**config.mk**
```make
export PLATFORM = sky130hd
export DESIGN_NAME = amel_front
export DESIGN_NICKNAME = d
export VERILOG_FILES = /design/src/rtl/alarm_manager_with_event_log_assert.svh /design/src/rtl/amel_pkg.sv /design/src/rtl/amel_front.sv
export SDC_FILE = /design/constraint.sdc
export NUM_CORES = 1
export LEC_CHECK = 0
export ABC_AREA = 1
export BUFFER_PORTS_ARGS = -buffer_cell sky130_fd_sc_hd__buf_2
export CAP_MARGIN = 5
export CORE_UTILIZATION = 35
export DETAILED_ROUTE_END_ITERATION = 8
export GPL_TIMING_DRIVEN = 0
export PLACE_DENSITY = 0.55
export SLEW_MARGIN = 5
export SYNTH_ARGS = -nofsm -noshare
export SYNTH_HDL_FRONTEND = slang
export SYNTH_SLANG_ARGS = --single-unit
export TNS_END_PERCENT = 10
```
**constraint.sdc**
```tcl
create_clock -name clk -period 10.2 [get_ports clk]
set_input_delay 1.02 -clock clk [delete_from_list [all_inputs] [get_ports clk]]
set_output_delay 1.02 -clock clk [all_outputs]
set_load 0.005 [all_outputs]
```
**src/rtl/alarm_manager_with_event_log_assert.svh**
```systemverilog
// assertion macros of the alarm manager rtl
// expects clk and rst_n in the scope of each use
`ifndef ALARM_MANAGER_WITH_EVENT_LOG_ASSERT_SVH
`define ALARM_MANAGER_WITH_EVENT_LOG_ASSERT_SVH

// invariant checked at every clock edge
`define AMEL_CHECK(lbl, expr, msg) \
  lbl: assert property (@(posedge clk) disable iff (!rst_n) (expr)) else $error(msg);

// same-cycle implication
`define AMEL_IMPLY(lbl, ante, cons, msg) \
  lbl: assert property (@(posedge clk) disable iff (!rst_n) (ante) |-> (cons)) else $error(msg);

`endif

```
**src/rtl/amel_pkg.sv**
```systemverilog
// types and constants of the alarm manager with event log
// no dependencies
`timescale 1ns / 1ps
`default_nettype none

package amel_pkg;

  // command codes on in_cmd
  localparam logic [2:0] CMD_DEFINE    = 3'd0;
  localparam logic [2:0] CMD_RAISE     = 3'd1;
  localparam logic [2:0] CMD_CLEAR     = 3'd2;
  localparam logic [2:0] CMD_CLEAR_ALL = 3'd3;
  localparam logic [2:0] CMD_READ_ACT  = 3'd4;
  localparam logic [2:0] CMD_READ_LOG  = 3'd5;

  // result status codes
  localparam logic [1:0] ST_DONE    = 2'd0;
  localparam logic [1:0] ST_IGNORED = 2'd1;
  localparam logic [1:0] ST_RECORD  = 2'd2;
  localparam logic [1:0] ST_RANGE   = 2'd3;

  // record kinds
  localparam logic [1:0] KIND_EVENT  = 2'd0;
  localparam logic [1:0] KIND_ACTIVE = 2'd1;
  localparam logic [1:0] KIND_LOG    = 2'd2;

  // results emitted by one clear all at most
  localparam int MAX_EMIT = 64;

  typedef enum logic [2:0] {
    OP_DEFINE, OP_RAISE, OP_CLEAR, OP_CLEAR_ALL, OP_READ_ACT, OP_READ_LOG, OP_BAD
  } op_t;

  // classified request passed from front to back
  typedef struct packed {
    op_t         op;
    logic        id_ok;
    logic [6:0]  alarm_id;
    logic        enable;
    logic [7:0]  level;
    logic [7:0]  module_req;
    logic [7:0]  index;
    logic [31:0] timestamp;
  } req_t;

  typedef struct packed {
    logic       en;
    logic [7:0] lvl;
    logic [7:0] modn;
    logic       act;
  } attr_t;

  typedef struct packed {
    logic [6:0]  alarm_id;
    logic [31:0] t;
  } act_ent_t;

  typedef struct packed {
    logic [6:0]  alarm_id;
    logic        on;
    logic [7:0]  lvl;
    logic [7:0]  modn;
    logic [31:0] t;
  } log_ent_t;

  typedef enum logic [3:0] {
    S_INIT, S_IDLE, S_ATTR, S_SCAN, S_SHIFT, S_CA_RD, S_CA_ATTR,
    S_RD_ACT, S_RD_ACT2, S_RD_LOG
  } back_state_t;

endpackage

`default_nettype wire

```
**src/rtl/amel_front.sv**
```systemverilog
// front end: takes commands, classifies them, queues them for the back end
// depends on amel_pkg
`timescale 1ns / 1ps
`default_nettype none

module amel_front import amel_pkg::*; #(
  parameter int ALARM_COUNT = 64
) (
  input  wire logic        clk,
  input  wire logic        rst_n,
  input  wire logic        start,
  output logic             busy,
  input  wire logic [2:0]  in_cmd,
  input  wire logic [6:0]  in_alarm_id,
  input  wire logic        in_enable,
  input  wire logic [7:0]  in_level,
  input  wire logic [7:0]  in_module_req,
  input  wire logic [7:0]  in_index,
  input  wire logic [31:0] in_timestamp,
  input  wire logic        init_busy,
  input  wire logic        q_pop,
  output logic             q_valid,
  output req_t             q_head
);

  req_t       mem_r [2];
  logic       wr_ptr_r, rd_ptr_r;
  logic [1:0] cnt_r;
  logic       accept;
  req_t       req;

  // classify the command
  always_comb begin
    req.alarm_id   = in_alarm_id;
    req.enable     = in_enable;
    req.level      = in_level;
    req.module_req = in_module_req;
    req.index      = in_index;
    req.timestamp  = in_timestamp;
    req.id_ok      = (in_alarm_id != 7'd0) && (32'(in_alarm_id) <= ALARM_COUNT);
    case (in_cmd)
      CMD_DEFINE:    req.op = OP_DEFINE;
      CMD_RAISE:     req.op = OP_RAISE;
      CMD_CLEAR:     req.op = OP_CLEAR;
      CMD_CLEAR_ALL: req.op = OP_CLEAR_ALL;
      CMD_READ_ACT:  req.op = OP_READ_ACT;
      CMD_READ_LOG:  req.op = OP_READ_LOG;
      default:       req.op = OP_BAD;
    endcase
  end

  assign busy    = cnt_r[1] | init_busy;
  assign accept  = start & ~busy;
  assign q_valid = (cnt_r != 2'd0);
  assign q_head  = mem_r[rd_ptr_r];

  // two entry request queue
  always_ff @(posedge clk) begin
    if (!rst_n) begin
      wr_ptr_r <= 1'b0;
      rd_ptr_r <= 1'b0;
      cnt_r    <= 2'd0;
    end else begin
      if (accept) begin
        wr_ptr_r <= ~wr_ptr_r;
      end
      if (q_pop) begin
        rd_ptr_r <= ~rd_ptr_r;
      end
      cnt_r <= cnt_r + {1'b0, accept} - {1'b0, q_pop};
    end
  end

  always_ff @(posedge clk) begin
    if (accept) begin
      mem_r[wr_ptr_r] <= req;
    end
  end

endmodule

`default_nettype wire

```
Word level (Yosys, flattened, before mapping)
Memory sizes are Yosys's and may differ from the RTL's. A register that Yosys moved wholly into a read port is not among the register bits.
Index checks and enable logic that the tools add are counted.
{"block": "classes", "eq_ne": 5, "bitwise_logic": 5, "muxes": 5, "addsub": 2, "order_cmp": 1, "reduce_logical": 4}
{"cell": "3-bit case mux with 6 select lines", "count": 1}
{"cell": "7-bit less-or-equal comparator, second input constant", "count": 1}
{"cell": "7-bit nonzero test", "count": 1}
{"cell": "3-bit by 2-bit equality test with 1-bit output, second input constant", "count": 2}
{"cell": "3-bit equality test, second input constant", "count": 2}
{"cell": "1-bit 2-to-1 mux", "count": 4}
{"cell": "3-bit by 1-bit equality test with 1-bit output, second input constant", "count": 1}
{"cell": "3-bit logical NOT", "count": 1}
{"cell": "1-bit inverter", "count": 3}
{"cell": "2-bit by 1-bit adder with 2-bit output", "count": 1}
{"cell": "2-bit nonzero test", "count": 1}
{"cell": "2-bit by 1-bit subtractor with 2-bit output", "count": 1}
{"cell": "1-bit AND", "count": 1}
{"cell": "1-bit logical AND", "count": 1}
{"cell": "1-bit OR", "count": 1}
{"block": "word_totals", "ff_bits": 4, "ramBits": 136, "n_memories": 1, "elab_cells": 26, "out_inout_bits": 70, "inputBits": 72}
{"memory": "mem_r", "depth": 2, "word_bits": 68, "read_ports": 1, "rd_ports_with_merged_regs": 1, "wr": 1, "line": "amel_front.sv:26", "rtl": "req_t mem_r [2];"}

Logic depth before layout (Yosys ltp)
{"block": "depth", "word_depth": 5, "ltp_mapped": 10, "depth_no_buf": 10}

Least setup slack after synthesis
Ideal clock, no wire load.
{"block": "synth_timing", "kind": "in2reg", "start": "input init_busy", "end": "memory mem_r[0][0] (netlist bit) (enable)", "n_path_buf": 0, "setup_slack_ns": 5.561, "required_ns": 9.706, "arrival_ns": 4.144, "setup_ns": 0.494, "path_stages": 3, "path_cell_list": "nor2_1 nand2_1 nor2_1"}
{"block": "synth_via", "elab_chain_len": 5}
{"element": "start: declaration", "line": "amel_front.sv:20", "rtl": "input wire logic init_busy,"}
{"element": "1-bit OR", "line": "amel_front.sv:52", "rtl": "assign busy = cnt_r[1] | init_busy;"}
{"element": "1-bit inverter", "line": "amel_front.sv:53", "rtl": "assign accept = start & ~busy;"}
{"element": "1-bit AND", "line": "amel_front.sv:53"}
{"element": "1-bit 2-to-1 mux", "line": "amel_front.sv:75", "rtl": "if (accept) begin"}
{"element": "1-bit 2-to-1 mux (implied by the code)", "line": "amel_front.sv:76", "rtl": "mem_r[wr_ptr_r] <= req;"}
{"element": "end: declaration", "line": "amel_front.sv:26"}
Every way passes these cells.

==> results by group <==
Run status
  – Status: finished with violations
  – Failing checks: design-rule violations

Timing
  – Final Setup Violations: 0
  – Period utilization: 26.1%
  – Setup TNS: 0 ns
  – RSZ-0062 raised after global routing: false
  – Pins Over Slew Limit: 0
  – Normalized max-slew margin: 56.2%
  – Worst slew pin tran: 0.655 ns
  – Clock Skew: approximately 0.008 ns
  – Final hold vios: 0
  – Fmax: ~0.38 GHz
  – Final Critical Period: 2.66 ns

Min path
  – HP Class: reg2reg
  – Hold EP: rd_ptr_r
  – Hold path startpoint: rd_ptr_r
  – Hold path depth: 2

Setup path
  – CP delay by family, top: buffers and inverters
  – WP buf/inv: 4
  – CP Launch Type: flop
  – Crit-path max FO: 10
  – R2R cell count: 4
  – WS Path Type: reg2out
  – Crit path DAT: between 1.5 and 2 ns
  – Slowest-stage cell, CP: dfxtp_1
  – Required time worst endpoint: 9.18 ns
  – CP Cell Sequence: buf_6 -> buf_6 -> buf_8 -> mux2_4 -> buf_2
  – Worst setup EP type: output pin
  – Max incr delay on CP: roughly 0.32 ns
  – FF-to-FF End: mem_r[0][64]
  – Reg-to-reg startpoint: cnt_r[1]
  – Most numerous cell on the critical path: buf_6
  – Flop2flop setup slack: 8.39 ns

Clock tree
  – CTS Hold Bufs: 0
  – Post-CTS Resized: 0
  – Root Driver: clkbuf_16
  – CTS Buf Count: 17
  – CTS Buffer Depth: 2
  – Setup bufs post-CTS: 0
  – Reg clk slew, reported paths: 0.05 ns
  – Clk_lat worst skew: approximately 0.4 ns
  – H-Tree Depth: 4
  – Clock sink count: between 100 and 150
  – CTS tree: yes

Global routing
  – Tot GR Track Use: 12.6%
  – Grt ovf: 0
  – Largest net degree at the start of global routing: 36
  – Initial antenna violation count: 0
  – Global-route wire length before repair: 14.6 mm
  – Vias in the first global route: 2979

Run
  – Max-Cap Viols: 0

Placed design
  – Placed Cells incl. Taps: 585
  – Number of port buffers: 141
  – DP Wirelength: between 5 and 6 mm
  – Placer Congestion: 0.654

Routing
  – Vias per cell: 4.48
  – Wire per inst: 14.7 µm
  – Drt drc: 18
  – DR iter-0 viols: 92
  – Routed via count: 2739
  – Post-DRT Antenna Nets: 0
  – First-pass DRT Iterations: 6
  – Detailed Route WL: 9.03 mm

Power and ir drop
  – NetSw: 255 µW
  – Register share of total power: between 50% and 60%
  – VDD IR max: 0.0945 mV
  – Cell Int Power: between 1 and 1.5 mW
  – Clock share of power: just under 40%
  – Overall Power: about 1.3 mW
  – Sw frac: 20.0%
  – Combinational fraction of design power: 8.6%
  – Static Leakage: approximately 2.6 nW
  – Power density of the placed cells: 188 nW/µm²

Die
  – IO Count: 142
  – Initial core utilization: 36.1%
  – Core footprint: 14600 µm²
  – Full die area: 15600 µm²
  – Row count: 44
  – Die width: between 100 and 150 µm
  – Chip Height: 125 µm

Synthesis
  – Syn nets: 331
  – Synth Cell Area: 5280 µm²
  – Post-synthesis register bit count: ~140
  – Yosys cell types: 17
  – Synth Instances: 257
  – Mean post-synth cell area: about 20 µm²
  – Sequential area share after synthesis: between 70% and 80%
  – Ys Warns: 0

Layout
  – Fill cell count: between 1000 and 1500
  – Nets: 494
  – Most common cell after layout, fill and taps aside: buf_2
  – Share of cells above drive strength 1: 56.5%
  – N_diodes: 0
  – Final cell count without fillers: 612
  – Final Util: 46.1%
  – Area grow syn2layout: 27.9%
  – Most frequent cells in the layout: buf_2, edfxtp_1, mux2_2
==> how the worst max path moves through the flow <==
stage | from | endpoint | slack, ns | cells after the start
after floorplan | init_busy | mem_r[0][0] | 5.56 | 3
after global placement | init_busy | mem_r[0][65] | 3.65 | 4
after detailed placement | init_busy | mem_r[0][58] | 7.55 | 5
after CTS | flop | q_head[62] | 7.49 | 5
after global routing | flop | q_head[64] | 7.44 | 5
final | flop | q_head[62] | 7.54 | 5
==> final cells by class <==
type	instances	area [µm²]	area share (%)
Buffer	10	80.1	1.19
Inverter	8	32.5	0.482
Tap cell	184	230	3.41
Multi-Input combinational cell	98	993	14.7
Clock inverter	7	28.8	0.426
Timing Repair Buffer	144	766	11.3
Clock buffer	20	437	6.47
Sequential cell	141	4180	62.0
==> power groups by stage <==
stage / Clock, mW / Sequential [mW] / Combinational (mW)
final: 0.496 / 0.667 / 0.110
after global routing: 0.537 / 0.669 / 0.121
after CTS: 0.513 / 0.667 / 0.113
after detailed placement: 0 / 0.678 / 0.112
after global placement: 0 / 0.681 / 0.107
after floorplan: 0 / 0.679 / 0.0587
==> state kept, by name (all words and copies together), names as in the netlist, named ones only <==
name / cells
wr_ptr_r: 1
rd_ptr_r: 1
mem_r: 136
cnt_r: 2
==> per-stage QoR <==
step / setup slack, ns / hold WS, ns / instance area, µm²
after floorplan: 5.56 / 0.463 / 5280
final: 7.54 / 0.512 / 6750
after global placement: 3.65 / 0.476 / 6220
after detailed placement: 7.55 / 0.495 / 6290
after CTS: 7.49 / 0.512 / 6750
after global routing: 7.44 / 0.555 / 6750
==> cells by family after synthesis <==
| group | Yosys count | share of synthesized area, % |
|---|---|---|
| flip-flops | 141 | 79.2 |
| multiplexers | 68 | 15.9 |
| AND/OR/NAND/NOR | 25 | 1.94 |
| buffers and inverters | 18 | 2.09 |
| AO/OA/AOI/OAI | 3 | 0.332 |
| adder cells (fa/ha/maj) | 2 | 0.474 |
==> worst reg2reg max path: cells and delay by family (launching register included) <==
family                 cells  cell delay, ns
DFF                        1            0.33
and+or+nand+nor            3            0.88
buffers and inverters      1            0.29
==> synth_stat cells <==
| master | count | area (µm²) |
|---|---|---|
| inv_1 | 8 | 30.0 |
| mux2_4 | 20 | 300 |
| buf_6 | 2 | 22.5 |
| ha_1 | 2 | 25.0 |
| nor2_1 | 10 | 37.5 |
| a21oi_1 | 2 | 10.0 |
| edfxtp_1 | 136 | 4080 |
| a21boi_0 | 1 | 7.51 |
| or2_2 | 1 | 6.26 |
| nand4_1 | 1 | 6.26 |
| nand2_1 | 10 | 37.5 |
| buf_8 | 2 | 30.0 |
| mux2_2 | 48 | 541 |
| buf_2 | 4 | 20.0 |
| clkbuf_1 | 2 | 7.51 |
| nand3_1 | 3 | 15.0 |
| dfxtp_1 | 5 | 100 |
==> routing by layer <==
layer | vias up | global-route usage [%] | share of wire (%)
met2 | 94 | 20.3 | 49
met3 | 9 | 6.79 | 9.1
met1 | 1326 | 14.0 | 40
li1 | 1310 | - | -
met5 | - | 0 | 0
met4 | 0 | 4.95 | 1.1
Note: power is estimated with default switching activity, not from simulation.
